## config.mk

```make
export PLATFORM = sky130hd
export DESIGN_NAME = pps_lane
export DESIGN_NICKNAME = d
export VERILOG_FILES = /design/src/pps_pkg.sv /design/src/pps_lane.sv
export SDC_FILE = /design/constraint.sdc
export NUM_CORES = 1
export LEC_CHECK = 0
export ABC_AREA = 1
export BUFFER_PORTS_ARGS = -buffer_cell sky130_fd_sc_hd__buf_2
export CELL_PAD_IN_SITES_DETAIL_PLACEMENT = 1
export CELL_PAD_IN_SITES_GLOBAL_PLACEMENT = 1
export CORE_UTILIZATION = 39
export DETAILED_ROUTE_END_ITERATION = 10
export PLACE_DENSITY_LB_ADDON = 0.12
export SLEW_MARGIN = 10
export SYNTH_ARGS = -nofsm -noshare
export SYNTH_HDL_FRONTEND = slang
export SYNTH_SLANG_ARGS = --single-unit
```

## constraint.sdc

```tcl
create_clock -name clock -period 5.9 [get_ports clock]
set_clock_uncertainty 0.15 [all_clocks]
set_input_delay 0.59 -clock clock [delete_from_list [all_inputs] [get_ports clock]]
set_output_delay 0.59 -clock clock [all_outputs]
set_load 0.02 [all_outputs]
```

## src/pps_pkg.sv

```systemverilog
// Shared constants, payload types and control structs of the pulse peak and pedestal statistics.
package pps_pkg;

   // Fixed sample format and pedestal window
   localparam int CHANNELS    = 3;
   localparam int SAMPLE_BITS = 10;
   localparam int PED_LEN     = 10;
   localparam int RAW_W       = 16;
   localparam int IDX_W       = 8;
   localparam int CFG_W       = 8;
   localparam int REG_INDEX_W = 8;
   localparam int FRAC_BITS   = 4;

   // Accumulator widths follow from the window length and sample range
   localparam int SAMPLE_MAX  = (1 << SAMPLE_BITS) - 1;
   localparam int SUM_W       = $clog2(PED_LEN * SAMPLE_MAX + 1);
   localparam int SQSUM_W     = $clog2(PED_LEN * SAMPLE_MAX * SAMPLE_MAX + 1);
   localparam int NSQ_W       = $clog2(PED_LEN * PED_LEN * SAMPLE_MAX * SAMPLE_MAX + 1);

   // Square root: radicand is 256 * (n*sumsq - sum^2), one root bit per step
   localparam int ROOT_W      = (NSQ_W + 2 * FRAC_BITS + 1) / 2;
   localparam int RAD_W       = 2 * ROOT_W;
   localparam int STEP_W      = $clog2(ROOT_W);

   // Result field widths
   localparam int MEAN_W      = 14;
   localparam int SIGMA_W     = 13;
   localparam int MEAN_NUM_W  = SUM_W + FRAC_BITS;

   // Division by PED_LEN as a multiply by a rounded-up reciprocal; exact below 2^22/PED_LEN
   localparam int DIV_SHIFT   = 22;
   localparam int RECIP       = ((1 << DIV_SHIFT) + PED_LEN - 1) / PED_LEN;
   localparam int RECIP_W     = $clog2(RECIP + 1);
   localparam logic [RECIP_W-1:0] RECIP_VAL = RECIP_W'(RECIP);

   // Register map
   localparam logic [REG_INDEX_W-1:0] REG_RECORD_LENGTH  = REG_INDEX_W'(0);
   localparam logic [REG_INDEX_W-1:0] REG_PEDESTAL_START = REG_INDEX_W'(1);
   localparam logic [CFG_W-1:0]       RECORD_LENGTH_RESET  = CFG_W'(50);
   localparam logic [CFG_W-1:0]       PEDESTAL_START_RESET = CFG_W'(10);

   typedef struct packed {
      logic             first_sample;
      logic [RAW_W-1:0] raw_sample_a;
      logic [RAW_W-1:0] raw_sample_b;
      logic [RAW_W-1:0] raw_sample_c;
   } req_payload_type;

   typedef struct packed {
      logic [SAMPLE_BITS-1:0] peak_value_a;
      logic [SAMPLE_BITS-1:0] peak_value_b;
      logic [SAMPLE_BITS-1:0] peak_value_c;
      logic [IDX_W-1:0]       peak_index_a;
      logic [IDX_W-1:0]       peak_index_b;
      logic [IDX_W-1:0]       peak_index_c;
      logic [MEAN_W-1:0]      ped_mean_a;
      logic [MEAN_W-1:0]      ped_mean_b;
      logic [MEAN_W-1:0]      ped_mean_c;
      logic [SIGMA_W-1:0]     ped_sigma_a;
      logic [SIGMA_W-1:0]     ped_sigma_b;
      logic [SIGMA_W-1:0]     ped_sigma_c;
   } rsp_payload_type;

   typedef struct packed {
      logic [REG_INDEX_W-1:0] reg_index;
      logic [CFG_W-1:0]       write_data;
   } csr_payload_type;

   // Per-sample control shared by all lanes
   typedef struct packed {
      logic             fire;
      logic             first;
      logic             in_window;
      logic             end_rec;
      logic [IDX_W-1:0] idx;
   } lane_ctl_type;

   // Running statistics of one channel
   typedef struct packed {
      logic [SAMPLE_BITS-1:0] peak;
      logic [IDX_W-1:0]       peak_idx;
      logic [SUM_W-1:0]       sum;
      logic [SQSUM_W-1:0]     sqsum;
   } lane_stat_type;

   // Step strobes of the end-of-record sequencer
   typedef struct packed {
      logic load;
      logic square;
      logic radicand;
      logic root_step;
      logic scale;
   } fin_ctl_type;

   // Finished statistics of one channel
   typedef struct packed {
      logic [SAMPLE_BITS-1:0] peak;
      logic [IDX_W-1:0]       peak_idx;
      logic [MEAN_W-1:0]      mean;
      logic [SIGMA_W-1:0]     sigma;
   } lane_res_type;

endpackage

```

## src/pps_lane.sv

```systemverilog
// One channel lane: running peak with index, pedestal sum and sum of squares.
module pps_lane (
   input  logic                    clock,
   input  logic                    reset,
   input  pps_pkg::lane_ctl_type   ctl,
   input  logic [pps_pkg::RAW_W-1:0] raw_sample,
   output pps_pkg::lane_stat_type  stat_next
);
   import pps_pkg::*;

   lane_stat_type            stat_ff;
   lane_stat_type            stat_in;
   lane_stat_type            base;
   logic [SAMPLE_BITS-1:0]   smp;
   logic [2*SAMPLE_BITS-1:0] smp_sq;

   assign smp    = raw_sample[SAMPLE_BITS-1:0];
   assign smp_sq = smp * smp;

   // Statistics including the current sample; a first sample starts from zero
   always_comb begin
      base      = ctl.first ? '0 : stat_ff;
      stat_next = base;
      if (smp > base.peak) begin
         stat_next.peak     = smp;
         stat_next.peak_idx = ctl.idx;
      end
      if (ctl.in_window) begin
         stat_next.sum   = base.sum + SUM_W'(smp);
         stat_next.sqsum = base.sqsum + SQSUM_W'(smp_sq);
      end
   end

   // Cleared after the last sample of a record, it has been handed to the finish unit
   assign stat_in = ctl.end_rec ? '0 : stat_next;

   always_ff @(posedge clock) begin
      if (reset) begin
         stat_ff <= '0;
      end else if (ctl.fire) begin
         stat_ff <= stat_in;
      end
   end

endmodule

```

==> run_results.csv <==
group,metric,value,unit
outcome,outcome,"complete, but fails checks",
outcome,violations,"DRC",
logic_synthesis,synth_xor_area_share,2.26,%
layout,nets,1506,
logic_synthesis,yosys.cell_types.count,32,
grt,overflow,0,
placed_design,gp_congestion,0.858,
clocking,cts_tree,"done",
clocking,clock-sinks,56,
layout,largest_reg_flops,56,
logic_synthesis,synth-seq-area-share,14.5,%
worst_setup_path,critical_path_required,5160,ps
pwr,ir_worst_vdd,0.296,mV
logic_synthesis,synth-edff-count,0,
layout,final_util,49.6,%
clocking,cts_htree_levels,2,
logic_synthesis,synth_mux_area_share,0,%
worst_setup_path,cp.arrival,5020,ps
grt,grt_max_degree,58,
grt,antenna_found_initial,0,
pwr,p_leak,5.05,nW
layout,area.growth.synth_to_final,24.5,%
worst_hold_path,hold_path.class,"reg -> reg",
clocking,clkTransAtPathRegs,80,ps
clocking,cts_hold_buf,0,
die,initial_core_util,39.8,%
grt,grt_pass1_vias,7597,
detailed_routing,drc,2,
placed_design,port_buffers,79,
detailed_routing,ant_nets,0,
logic_synthesis,synth-simple-area-share,30.0,%
pwr,p_total,3.78,mW
worst_setup_path,path_class,"in -> out",
placed_design,placed_cell_area,8910,sq um
worst_setup_path,worstPathMaxFanout,6,
logic_synthesis,synth_ff_type,"dfxtp_1",
die,coreArea,19500,sq um
timing,relSlewSlack,53.0,%
timing,setup_viol,0,
logic_synthesis,synth_top_family_by_area,"simple AND/OR/NAND/NOR gates",
die,io_pins,86,
timing,slew_viol_final,0,
logic_synthesis,syn_inst,1209,
detailed_routing,wirelength,24000,um
layout,reg.largest.list,"stat_ff x56",
detailed_routing,first_pass_iters,7,
logic_synthesis,yosysWarnings,0,
placed_design,hpwl,18200,um
clocking,cts_root_buf,"clkbuf_16",
timing,min_period_over_period,97.7,%
timing,min_period,5760,ps
worst_setup_path,end_kind,"output pin",
clocking,clockBufferDepth,2,
pwr,powerDensity,392,nW/um^2
logic_synthesis,synthAdderAreaFrac,29.5,%
clocking,cts_buffers,5,
timing,hold_viol,0,
layout,num_antenna_cells,0,
grt,grt_pass1_wl,38200,um
detailed_routing,viasPerCell,4.87,
clocking,clkLatencyLatePin,320,ps
die,die_area,20400,sq um
logic_synthesis,synth_area,7750,sq um
die,rows,51,
logic_synthesis,synth_compound_area_share,9.21,%
detailed_routing,initialDrtViolationCount,220,
layout,stdcell_area,9640,sq um
worst_setup_path,reg2reg_setup_slack,2000,ps
timing,tns,0,ps
layout,largest-register,"stat_ff",
detailed_routing,wire_per_inst,15.0,um
logic_synthesis,async_reset_ff_share,0,%
layout,layout-drive-gt1-share,21.7,%
worst_setup_path,startpoint_type,"input port",
timing,tightest_slew,705,ps
timing,grt_setup_unrepaired,"true",
die,die_h,143,um
detailed_routing,vias,7785,
die,dieWidth,143,um
flow_run,max-cap-violations,0,
grt,grt_usage,24.0,%
logic_synthesis,ys_ff_latch,56,
timing,fmaxAchievable,0.173,GHz
logic_synthesis,synth_nets,1382,
logic_synthesis,synth.avg_cell_area,6.41,sq um
cell usage after synthesis, drive strengths merged (5+ instances only):
cell type  number  area, sq um
a21boi          5         37.5
a21oi          83          415
and2           22          138
buf             8         41.3
clkbuf         39          146
dfxtp          56         1120
fa             66         1320
ha             77          963
inv           249          935
nand2         365         1380
nand3          85          425
nand4           6         43.8
nor2           74          288
o21ai          35          175
xnor2          13          114
xor2            7         61.3
cell type report:
class	count	area, sq um
clock buffers	5	125
clock inverters	3	26.3
fillers	2579	9820
inverters	250	938
multi-input cells	856	5940
flip-flops and latches	56	1120
well taps	265	332
repair buffers	164	1170
cells in the final DEF (no fill, tap or decap), types with 5 or more instances in the layout:
master,n
ha_4,10
nand2_1,319
xor2_1,6
dfxtp_1,56
and2_4,5
a21oi_1,74
nand3_1,77
o21ai_0,33
xnor2_1,12
nand3_2,8
nor2_4,5
a21oi_2,9
buf_2,63
and2_1,17
inv_1,233
nor2_1,62
inv_2,16
nor2_2,7
fa_1,62
nand4_1,5
buf_6,14
buf_4,82
nand2_4,5
clkbuf_16,5
ha_1,66
nand2_2,41
logic make-up after synthesis:
group                    after synthesis
XOR/XNOR                              20
AND/OR/NAND/NOR                      560
flip-flops                            56
buffers and inverters                297
AO/OA/AOI/OAI                        133
adder cells (fa/ha/maj)              143
layer usage:
| layer | GRT usage, % | routed length [um] |
|---|---|---|
| met5 | 0 | 0 |
| met4 | 3.34 | 181 |
| met3 | 2.38 | 532 |
| met2 | 42.2 | 11900 |
| met1 | 32.2 | 11300 |
final timing paths:
path	endpoint	startpoint	cells past startpoint
worst min register to register	stat_ff[32]$_SDFFE_PP0P_	stat_ff[32]$_SDFFE_PP0P_	2
worst max-delay path	stat_next[19]	raw_sample[8]	24
worst min-delay path	stat_ff[32]$_SDFFE_PP0P_	stat_ff[32]$_SDFFE_PP0P_	2
worst max register to register	stat_ff[22]$_SDFFE_PP0P_	stat_ff[5]$_SDFFE_PP0P_	20
power breakdown:
part | leakage (nW) | switching (mW) | internal [mW] | total (mW)
sequential | 0.455 | 0.0116 | 0.401 | 0.413
clock | 0.0680 | 0.184 | 0.162 | 0.346
combinational | 4.52 | 1.72 | 1.31 | 3.02
what timing repair did:
action / in CTS / in global routing
buffers inserted: 0 / 6
resized for setup: 39 / 119
endpoints found under the setup margin: 14 / 17
pin swaps: 4 / 52
metrics by stage:
step / setup slack (ps) / hold slack [ps] / cells
2_1_floorplan: 14.2 / 295 / 1209
3_3_place_gp: -166 / 303 / 1585
3_5_place_dp: -206 / 306 / 1585
4_1_cts: 0.769 / 320 / 1593
5_1_grt: -89.7 / 335 / 1599
6_report: 136 / 318 / 1599
critical path: stages:
cell	delay [ps]
buf_6	120
buf_12	130
buf_4	140
nand2_1	50
inv_1	60
fa_1	560
xnor2_2	140
xor2_1	200
fa_1	470
fa_1	550
inv_1	50
fa_1	520
inv_1	40
ha_2	310
nand2_2	120
inv_1	60
nand2_1	60
nand2_1	80
a21boi_2	170
nand2_1	70
nand2_1	60
nand3_1	120
and2_4	190
buf_2	150
Note: power is estimated with default switching activity, not from simulation.
