File: config.mk
export PLATFORM = sky130hd
export DESIGN_NAME = pps_stat_unit
export DESIGN_NICKNAME = d
export VERILOG_FILES = /design/src/pps_pkg.sv /design/src/pps_stat_unit.sv
export SDC_FILE = /design/constraint.sdc
export NUM_CORES = 1
export LEC_CHECK = 0
export ABC_CLOCK_PERIOD_IN_PS = 11800
export BUFFER_PORTS_ARGS = -buffer_cell sky130_fd_sc_hd__buf_2
export CAP_MARGIN = 20
export CORE_MARGIN = 1
export CORE_UTILIZATION = 56
export DETAILED_ROUTE_END_ITERATION = 8
export GPL_TIMING_DRIVEN = 0
export HOLD_SLACK_MARGIN = 0.12
export PLACE_DENSITY_LB_ADDON = 0.12
export RECOVER_POWER = 25
export SLEW_MARGIN = 20
export SYNTH_ARGS = -nofsm -noshare
export SYNTH_HDL_FRONTEND = slang
export SYNTH_SLANG_ARGS = --single-unit
File: constraint.sdc
create_clock -name clock -period 11.8 [get_ports clock]
set_input_delay 0.59 -clock clock [delete_from_list [all_inputs] [get_ports clock]]
set_output_delay 0.59 -clock clock [all_outputs]
set_load 0.03 [all_outputs]
File: src/pps_pkg.sv
// Shared constants, payload types and control structs of the pulse peak and pedestal statistics.
package pps_pkg;

   // Fixed sample format and pedestal window
   localparam int CHANNELS    = 3;
   localparam int SAMPLE_BITS = 10;
   localparam int PED_LEN     = 10;
   localparam int RAW_W       = 16;
   localparam int IDX_W       = 8;
   localparam int CFG_W       = 8;
   localparam int REG_INDEX_W = 8;
   localparam int FRAC_BITS   = 4;

   // Accumulator widths follow from the window length and sample range
   localparam int SAMPLE_MAX  = (1 << SAMPLE_BITS) - 1;
   localparam int SUM_W       = $clog2(PED_LEN * SAMPLE_MAX + 1);
   localparam int SQSUM_W     = $clog2(PED_LEN * SAMPLE_MAX * SAMPLE_MAX + 1);
   localparam int NSQ_W       = $clog2(PED_LEN * PED_LEN * SAMPLE_MAX * SAMPLE_MAX + 1);

   // Square root: radicand is 256 * (n*sumsq - sum^2), one root bit per step
   localparam int ROOT_W      = (NSQ_W + 2 * FRAC_BITS + 1) / 2;
   localparam int RAD_W       = 2 * ROOT_W;
   localparam int STEP_W      = $clog2(ROOT_W);

   // Result field widths
   localparam int MEAN_W      = 14;
   localparam int SIGMA_W     = 13;
   localparam int MEAN_NUM_W  = SUM_W + FRAC_BITS;

   // Division by PED_LEN as a multiply by a rounded-up reciprocal; exact below 2^22/PED_LEN
   localparam int DIV_SHIFT   = 22;
   localparam int RECIP       = ((1 << DIV_SHIFT) + PED_LEN - 1) / PED_LEN;
   localparam int RECIP_W     = $clog2(RECIP + 1);
   localparam logic [RECIP_W-1:0] RECIP_VAL = RECIP_W'(RECIP);

   // Register map
   localparam logic [REG_INDEX_W-1:0] REG_RECORD_LENGTH  = REG_INDEX_W'(0);
   localparam logic [REG_INDEX_W-1:0] REG_PEDESTAL_START = REG_INDEX_W'(1);
   localparam logic [CFG_W-1:0]       RECORD_LENGTH_RESET  = CFG_W'(50);
   localparam logic [CFG_W-1:0]       PEDESTAL_START_RESET = CFG_W'(10);

   typedef struct packed {
      logic             first_sample;
      logic [RAW_W-1:0] raw_sample_a;
      logic [RAW_W-1:0] raw_sample_b;
      logic [RAW_W-1:0] raw_sample_c;
   } req_payload_type;

   typedef struct packed {
      logic [SAMPLE_BITS-1:0] peak_value_a;
      logic [SAMPLE_BITS-1:0] peak_value_b;
      logic [SAMPLE_BITS-1:0] peak_value_c;
      logic [IDX_W-1:0]       peak_index_a;
      logic [IDX_W-1:0]       peak_index_b;
      logic [IDX_W-1:0]       peak_index_c;
      logic [MEAN_W-1:0]      ped_mean_a;
      logic [MEAN_W-1:0]      ped_mean_b;
      logic [MEAN_W-1:0]      ped_mean_c;
      logic [SIGMA_W-1:0]     ped_sigma_a;
      logic [SIGMA_W-1:0]     ped_sigma_b;
      logic [SIGMA_W-1:0]     ped_sigma_c;
   } rsp_payload_type;

   typedef struct packed {
      logic [REG_INDEX_W-1:0] reg_index;
      logic [CFG_W-1:0]       write_data;
   } csr_payload_type;

   // Per-sample control shared by all lanes
   typedef struct packed {
      logic             fire;
      logic             first;
      logic             in_window;
      logic             end_rec;
      logic [IDX_W-1:0] idx;
   } lane_ctl_type;

   // Running statistics of one channel
   typedef struct packed {
      logic [SAMPLE_BITS-1:0] peak;
      logic [IDX_W-1:0]       peak_idx;
      logic [SUM_W-1:0]       sum;
      logic [SQSUM_W-1:0]     sqsum;
   } lane_stat_type;

   // Step strobes of the end-of-record sequencer
   typedef struct packed {
      logic load;
      logic square;
      logic radicand;
      logic root_step;
      logic scale;
   } fin_ctl_type;

   // Finished statistics of one channel
   typedef struct packed {
      logic [SAMPLE_BITS-1:0] peak;
      logic [IDX_W-1:0]       peak_idx;
      logic [MEAN_W-1:0]      mean;
      logic [SIGMA_W-1:0]     sigma;
   } lane_res_type;

endpackage

File: src/pps_stat_unit.sv
// Per-channel finish unit: mean by reciprocal multiply, sigma by bit-serial square root.
module pps_stat_unit (
   input  logic                   clock,
   input  pps_pkg::fin_ctl_type   ctl,
   input  pps_pkg::lane_stat_type lane_next,
   output pps_pkg::lane_res_type  result
);
   import pps_pkg::*;

   logic [SAMPLE_BITS-1:0]        peak_ff;
   logic [IDX_W-1:0]              idx_ff;
   logic [SUM_W-1:0]              sum_ff;
   logic [SQSUM_W-1:0]            sqsum_ff;
   logic [NSQ_W-1:0]              sq_ff;
   logic [NSQ_W-1:0]              nsq_ff;
   logic [MEAN_W-1:0]             mean_ff;
   logic [SIGMA_W-1:0]            sigma_ff;
   logic [RAD_W-1:0]              rem_ff;
   logic [RAD_W-1:0]              root_ff;
   logic [RAD_W-1:0]              bit_ff;

   logic [2*SUM_W-1:0]            sum_sq;
   logic [NSQ_W-1:0]              nsq_prod;
   logic [MEAN_NUM_W+RECIP_W-1:0] mean_prod;
   logic [ROOT_W+RECIP_W-1:0]     sigma_prod;
   logic [NSQ_W-1:0]              diff;
   logic [RAD_W:0]                trial;
   logic                          take;

   // Square step products
   assign sum_sq    = sum_ff * sum_ff;
   assign nsq_prod  = NSQ_W'(sqsum_ff) * NSQ_W'(PED_LEN);
   assign mean_prod = (MEAN_NUM_W+RECIP_W)'({sum_ff, {FRAC_BITS{1'b0}}})
                      * (MEAN_NUM_W+RECIP_W)'(RECIP_VAL);

   // Variance numerator, zero when not positive
   assign diff = (nsq_ff > sq_ff) ? (nsq_ff - sq_ff) : '0;

   // One root bit per step
   assign trial = {1'b0, root_ff} + {1'b0, bit_ff};
   assign take  = ({1'b0, rem_ff} >= trial);

   assign sigma_prod = (ROOT_W+RECIP_W)'(root_ff[ROOT_W-1:0])
                       * (ROOT_W+RECIP_W)'(RECIP_VAL);

   always_ff @(posedge clock) begin
      if (ctl.load) begin
         peak_ff  <= lane_next.peak;
         idx_ff   <= lane_next.peak_idx;
         sum_ff   <= lane_next.sum;
         sqsum_ff <= lane_next.sqsum;
      end
      if (ctl.square) begin
         sq_ff   <= NSQ_W'(sum_sq);
         nsq_ff  <= nsq_prod;
         mean_ff <= mean_prod[DIV_SHIFT +: MEAN_W];
      end
      if (ctl.radicand) begin
         rem_ff  <= RAD_W'({diff, {(2*FRAC_BITS){1'b0}}});
         root_ff <= '0;
         bit_ff  <= {2'b01, {(RAD_W-2){1'b0}}};
      end else if (ctl.root_step) begin
         if (take) begin
            rem_ff  <= rem_ff - trial[RAD_W-1:0];
            root_ff <= (root_ff >> 1) + bit_ff;
         end else begin
            root_ff <= root_ff >> 1;
         end
         bit_ff <= bit_ff >> 2;
      end
      if (ctl.scale) begin
         sigma_ff <= sigma_prod[DIV_SHIFT +: SIGMA_W];
      end
   end

   assign result.peak     = peak_ff;
   assign result.peak_idx = idx_ff;
   assign result.mean     = mean_ff;
   assign result.sigma    = sigma_ff;

endmodule

==> results.ini, run 1 <==
[outcome]
outcome = finished, violations left
violations = capacitance limit, slew limit

[cts]
root_buffer = clkbuf_16
cts_hold_buf = 0
clk_path_buf_depth = 3
cts_tree = built
cts_resized = 0
clk_pin_slew_worst_paths_ps = 60
clock_latency_ps = 580
numCtsBuffers = 30
cts.htree.levels = 1
cts.sinks = 225
post_cts_buffers = 0

[floorplanning]
rows = 81
start_util_pct = 56.73
dieWidth_um = 224.7
die_y_um = 224.7
core_um2 = 48950
ios = 107
die_area_um2 = 50480

[grt]
antenna_found_initial = 0
grt_max_degree = 67
grt_pass1_vias = 21248
grt_pass1_wl_um = 107100
grt-ovfl-total = 0
gr-usage-all-layers_pct = 26.50

[worst_setup_path]
worst-endpoint-arrival_ps = 7980
cp_max_fo = 9
crit_type = flip-flop to flip-flop
end_kind = flip-flop
cp_data_required_time_ps = 12130
cp-start-kind = flip-flop

[drt]
drc = 0
drtAntennaViolNets = 0
drtIter0Drc = 1214
drt-total-wl_um = 64810
viasPerCell = 5.584
wl_per_cell_um = 17.80
vias = 20337
first_pass_iters = 6

[cells_and_area]
seq_area_um2 = 6126
antenna_cells = 0
synthToLayoutAreaGrowth_pct = 8.422
multi_input_area_um2 = 19460
finalNonFillerCells = 3642
final_nets = 3758
fillCellCount = 4218
drive_gt1_share_pct = 7.119

[place]
gp_congestion = 0.9491
dpl.cell_count = 3586
place_hpwl_um = 53180
portBuffers = 104

[timing]
setup_violations = 0
min_period_over_period_pct = 64.84
slew_headroom_pct = -89.36
hold_viol = 0
max_freq_mhz = 130.7
timing.setup.tns_ps = 0
skew_ps = 19.80
finalCriticalPeriod_ps = 7652
rsz0062_at_grt = false
worst_pin_slew_ps = 2840
finalMaxSlewViolations = 57

[synth]
syn_nets = 3622
ys_seq_elements = 225
synth_top_area_cell = fa_1
async_reset_ff_share_pct = 0
synth-edff-count = 162
yosysUniqueCellTypes = 81
syn_inst = 2818
synth_warnings = 0
ys_seq_area_share_pct = 22.06
ys.flop_type = edfxtp_1
synthTopCellsByArea = fa_1, ha_1, edfxtp_1, inv_1, dfxtp_1
syn-cell-area_um2 = 27770
syn_area_per_cell_um2 = 9.854
yosysTopAreaCellShare_pct = 20.76

[flow_run]
max_cap_viol_count = 1

[hold_path]
hp-class = input pin to flip-flop

## path summary, 6_finish.rpt
path / startpoint / end / slack, ps / depth (start not counted)
worst max-delay path: sum_ff[2] / sq_ff[25] / 4150 / 22
worst min-delay path: lane_next[47] / peak_ff[1] / 190 / 1
worst max register to register: sum_ff[2] / sq_ff[25] / 4150 / 22
worst min register to register: rem_ff[6] / rem_ff[6] / 460 / 2
## state kept, by name, summed over array words and instances, names as in the netlist
signal    flops
sigma_ff     13
idx_ff        8
sqsum_ff     24
sq_ff        26
nsq_ff       26
sum_ff       14
peak_ff      10
mean_ff      14
bit_ff       18
root_ff      36
rem_ff       36
## kinds of logic (layout without fill, tap and decap cells)
logic type | after synthesis | after routing | synth area share (%)
adder cells (fa/ha/maj) | 742 | 742 | 41.22
buffers and inverters | 570 | 730 | 7.858
AND/OR/NAND/NOR | 555 | 555 | 9.467
AO/OA/AOI/OAI | 522 | 522 | 12.84
flip-flops | 225 | 225 | 22.06
XOR/XNOR | 181 | 181 | 5.709
multiplexers | 23 | 23 | 0.8426
## synthesized netlist by cell type, types with 42 or more instances
cell type and number:
inv_1 515, ha_1 454, fa_1 288, nor2_1 163
edfxtp_1 162, nand2_1 152, a21oi_1 136, xnor2_1 116
o21ai_0 69, xor2_1 65, dfxtp_1 63, a21o_1 57
a31oi_1 42
## per-stage QoR
stage | instance area [um2] | hold WS [ps] | setup slack (ps) | util [%]
finish | 30110 | 185.3 | 4148 | 61.50
global placement | 29120 | 442.7 | 4385 | 59.49
CTS | 30110 | 150.3 | 4234 | 61.51
detailed placement | 29120 | 450.2 | 4251 | 59.50
global route | 30110 | 164.9 | 3858 | 61.50
floorplan | 27770 | 430.7 | 5321 | -
## worst max-delay path, stage by stage, from the launching register on
cell      delay (ps)
edfxtp_1         570
clkbuf_1         500
inv_1            420
nor2_1           330
fa_1             480
fa_1             440
fa_1             550
inv_1             60
fa_1             530
inv_1             50
fa_1             450
fa_1             420
ha_1             370
a21o_1           190
a21o_1           200
o41a_1           370
o311a_1          350
o21a_1           180
o21bai_1         250
a31oi_1          190
a21o_1           210
a21oi_1          200
xnor2_1           80
## cells in the final DEF, fill, tap and decap left out, types with 11 or more instances in the layout
cell | synthesis | final
and3_1 | 17 | 17
nand2_1 | 152 | 151
a211oi_1 | 32 | 32
o211ai_1 | 11 | 11
xnor2_1 | 116 | 116
nor2b_1 | 18 | 18
buf_2 | 7 | 107
fa_1 | 288 | 288
and2_1 | 40 | 40
o21ai_0 | 69 | 69
o22ai_1 | 24 | 24
a21oi_1 | 136 | 136
or3_1 | 12 | 12
dfxtp_1 | 63 | 63
nand3_1 | 38 | 38
a31oi_1 | 42 | 42
mux2i_1 | 20 | 20
nor2_1 | 163 | 163
edfxtp_1 | 162 | 162
nand4_1 | 26 | 26
a21o_1 | 57 | 57
clkbuf_16 | 0 | 31
o21a_1 | 21 | 21
clkbuf_1 | 41 | 47
nand2b_1 | 19 | 19
nor3_1 | 37 | 37
ha_1 | 454 | 454
xor2_1 | 65 | 65
or2_2 | 13 | 13
o21bai_1 | 27 | 27
inv_1 | 515 | 515
## per-layer routing
layer	global-route usage [%]	share of wire, %
met1	35.81	45
met2	45.64	49
met3	2.952	4.4
met4	6.057	2.0
met5	0	0
## cell type report
| type | instances | area share (%) |
|---|---|---|
| plain buffers | 55 | 0.8270 |
| clock inverters | 22 | 0.6608 |
| flip-flops and latches | 225 | 20.35 |
| well taps | 664 | 2.760 |
| inverters | 515 | 6.421 |
| clock buffers | 34 | 2.614 |
| multi-input cells | 2023 | 64.65 |
| repair buffers | 104 | 1.725 |
Power of run 1 is not shown: default switching activity piles up to over one toggle a cycle in this logic, so the estimate is an artifact.
==> run 2: changes to the inputs <==
ABC_CLOCK_PERIOD_IN_PS = 7200   (was 11800)
clock period = 7.2 ns   (was 11.8 ns; I/O delays follow)
==> results.ini, run 2 (synthesized netlist as in run 1, its figures left out) <==
[outcome]
outcome = finished, violations left
violations = capacitance limit, slew limit

[cells_and_area]
fillCellCount = 4120
final_nets = 3840
synthToLayoutAreaGrowth_pct = 11.30
layout_common_cells = inv_1, ha_1, fa_1, edfxtp_1, nor2_1
drive_gt1_share_pct = 8.137
finalNonFillerCells = 3725
largestRegisters = rem_ff (36), root_ff (36)
layout_commonest_cell = inv_1

[grt]
gr-usage-all-layers_pct = 27.12
grt-ovfl-total = 0
antenna_found_initial = 1
grt_max_degree = 67
grt_pass1_vias = 21672
grt_pass1_wl_um = 109200

[timing]
finalMaxSlewViolations = 57
slew_headroom_pct = -90.29
skew_ps = 22.72
max_freq_mhz = 144.6
min_period_over_period_pct = 96.08
worst_pin_slew_ps = 2854
setup_violations = 0
timing.setup.tns_ps = 0
hold_viol = 0
finalCriticalPeriod_ps = 6917

[cts]
cts.sinks = 225
root_buffer = clkbuf_16
clk_path_buf_depth = 3
cts_tree = built
clk_pin_slew_worst_paths_ps = 60
cts.htree.levels = 1
clock_latency_ps = 580
numCtsBuffers = 30

[worst_setup_path]
cp_data_required_time_ps = 7540
cp_max_fo = 10
end_kind = flip-flop
slowest_delay_ps = 510
cp-start-kind = flip-flop
cp_slowest_cell = fa_1
worst-endpoint-arrival_ps = 7260
crit_type = flip-flop to flip-flop
cpMostUsedCell = fa_1

[hold_path]
hp-class = input pin to flip-flop

[drt]
first_pass_iters = 6
dr.max_layer_used = met4
wl_met2_um = 32610
drtAntennaViolNets = 0
vias = 20737
drc = 0
wl_per_cell_um = 17.81
drt-total-wl_um = 66360
drt-met1-wl_um = 29430
viasPerCell = 5.567
dr_wl_met3_um = 2812
drtIter0Drc = 1136

[place]
dpl.cell_count = 3586
gp_congestion = 0.9491
place_hpwl_um = 53180
portBuffers = 104

[floorplanning]
start_util_pct = 56.73
die_area_um2 = 50480
rows = 81
dieWidth_um = 224.7
ios = 107
die_y_um = 224.7
core_um2 = 48950

[flow_run]
max_cap_viol_count = 1

-- run 2: cell types whose count changed in the layout (fill, tap and decap cells not counted), moves of 4 or more --
cell           change
buf_4             +26
buf_2              -4
dlygate4sd3_1     +56
clkbuf_2           +4
-- run 2: critical path: cells and delay by family (launching register included) --
family | cells | cell delay, ps
fa+ha+maj | 7 | 3300
compound gates | 8 | 1670
simple gates | 3 | 470
xor+xnor | 1 | 80
buf+inv | 6 | 720
flops | 1 | 430
-- run 2: worst paths after layout --
kind,start,endpoint,slack (ps),cells past startpoint
setup / recovery,sum_ff[8],sq_ff[25],280,25
hold / removal,ctl[3],mean_ff[0],370,1
setup reg to reg,sum_ff[8],sq_ff[25],280,25
hold reg to reg,rem_ff[6],rem_ff[6],460,2
-- run 2: through the flow --
step	setup slack, ps	instance area [um2]	utilization (%)	hold WS (ps)
final	282.6	30910	63.14	372.3
after global routing	-24.23	30910	63.14	416.2
after CTS	41.57	30710	62.74	186.9
after detailed placement	-349.4	29120	59.50	450.2
after global placement	-215.5	29120	59.49	442.7
after floorplan	720.9	27770	-	430.7
-- run 2: final cells by class --
type	count	area, um2	share of cell area [%]
Antenna cell	1	2.502	0.008097
Timing Repair Buffer	186	1270	4.109
Buffer	55	272.8	0.8826
Inverter	515	1941	6.279
Tap cell	664	830.8	2.688
Multi-Input combinational cell	2023	19480	63.02
Clock inverter	22	198.9	0.6437
Clock buffer	34	787.0	2.546
Sequential cell	225	6127	19.83
-- run 2: what timing repair did --
item | CTS | global route
hold buffers | 56 | 0
endpoints found under the setup margin | 4 | 7
buffers inserted | 4 | 22
pin swaps | 0 | 0
gates resized for setup | 8 | 20
endpoints found under the hold margin | 56 | 0
gates cloned | 0 | 0
-- run 2: layer usage --
layer | vias up | global-route usage, %
met1 | 10183 | 36.20
met2 | 462 | 46.96
met5 | - | 0
met3 | 103 | 3.148
met4 | 0 | 6.561
li1 | 9989 | -
Power of run 2 is left out for the same reason.
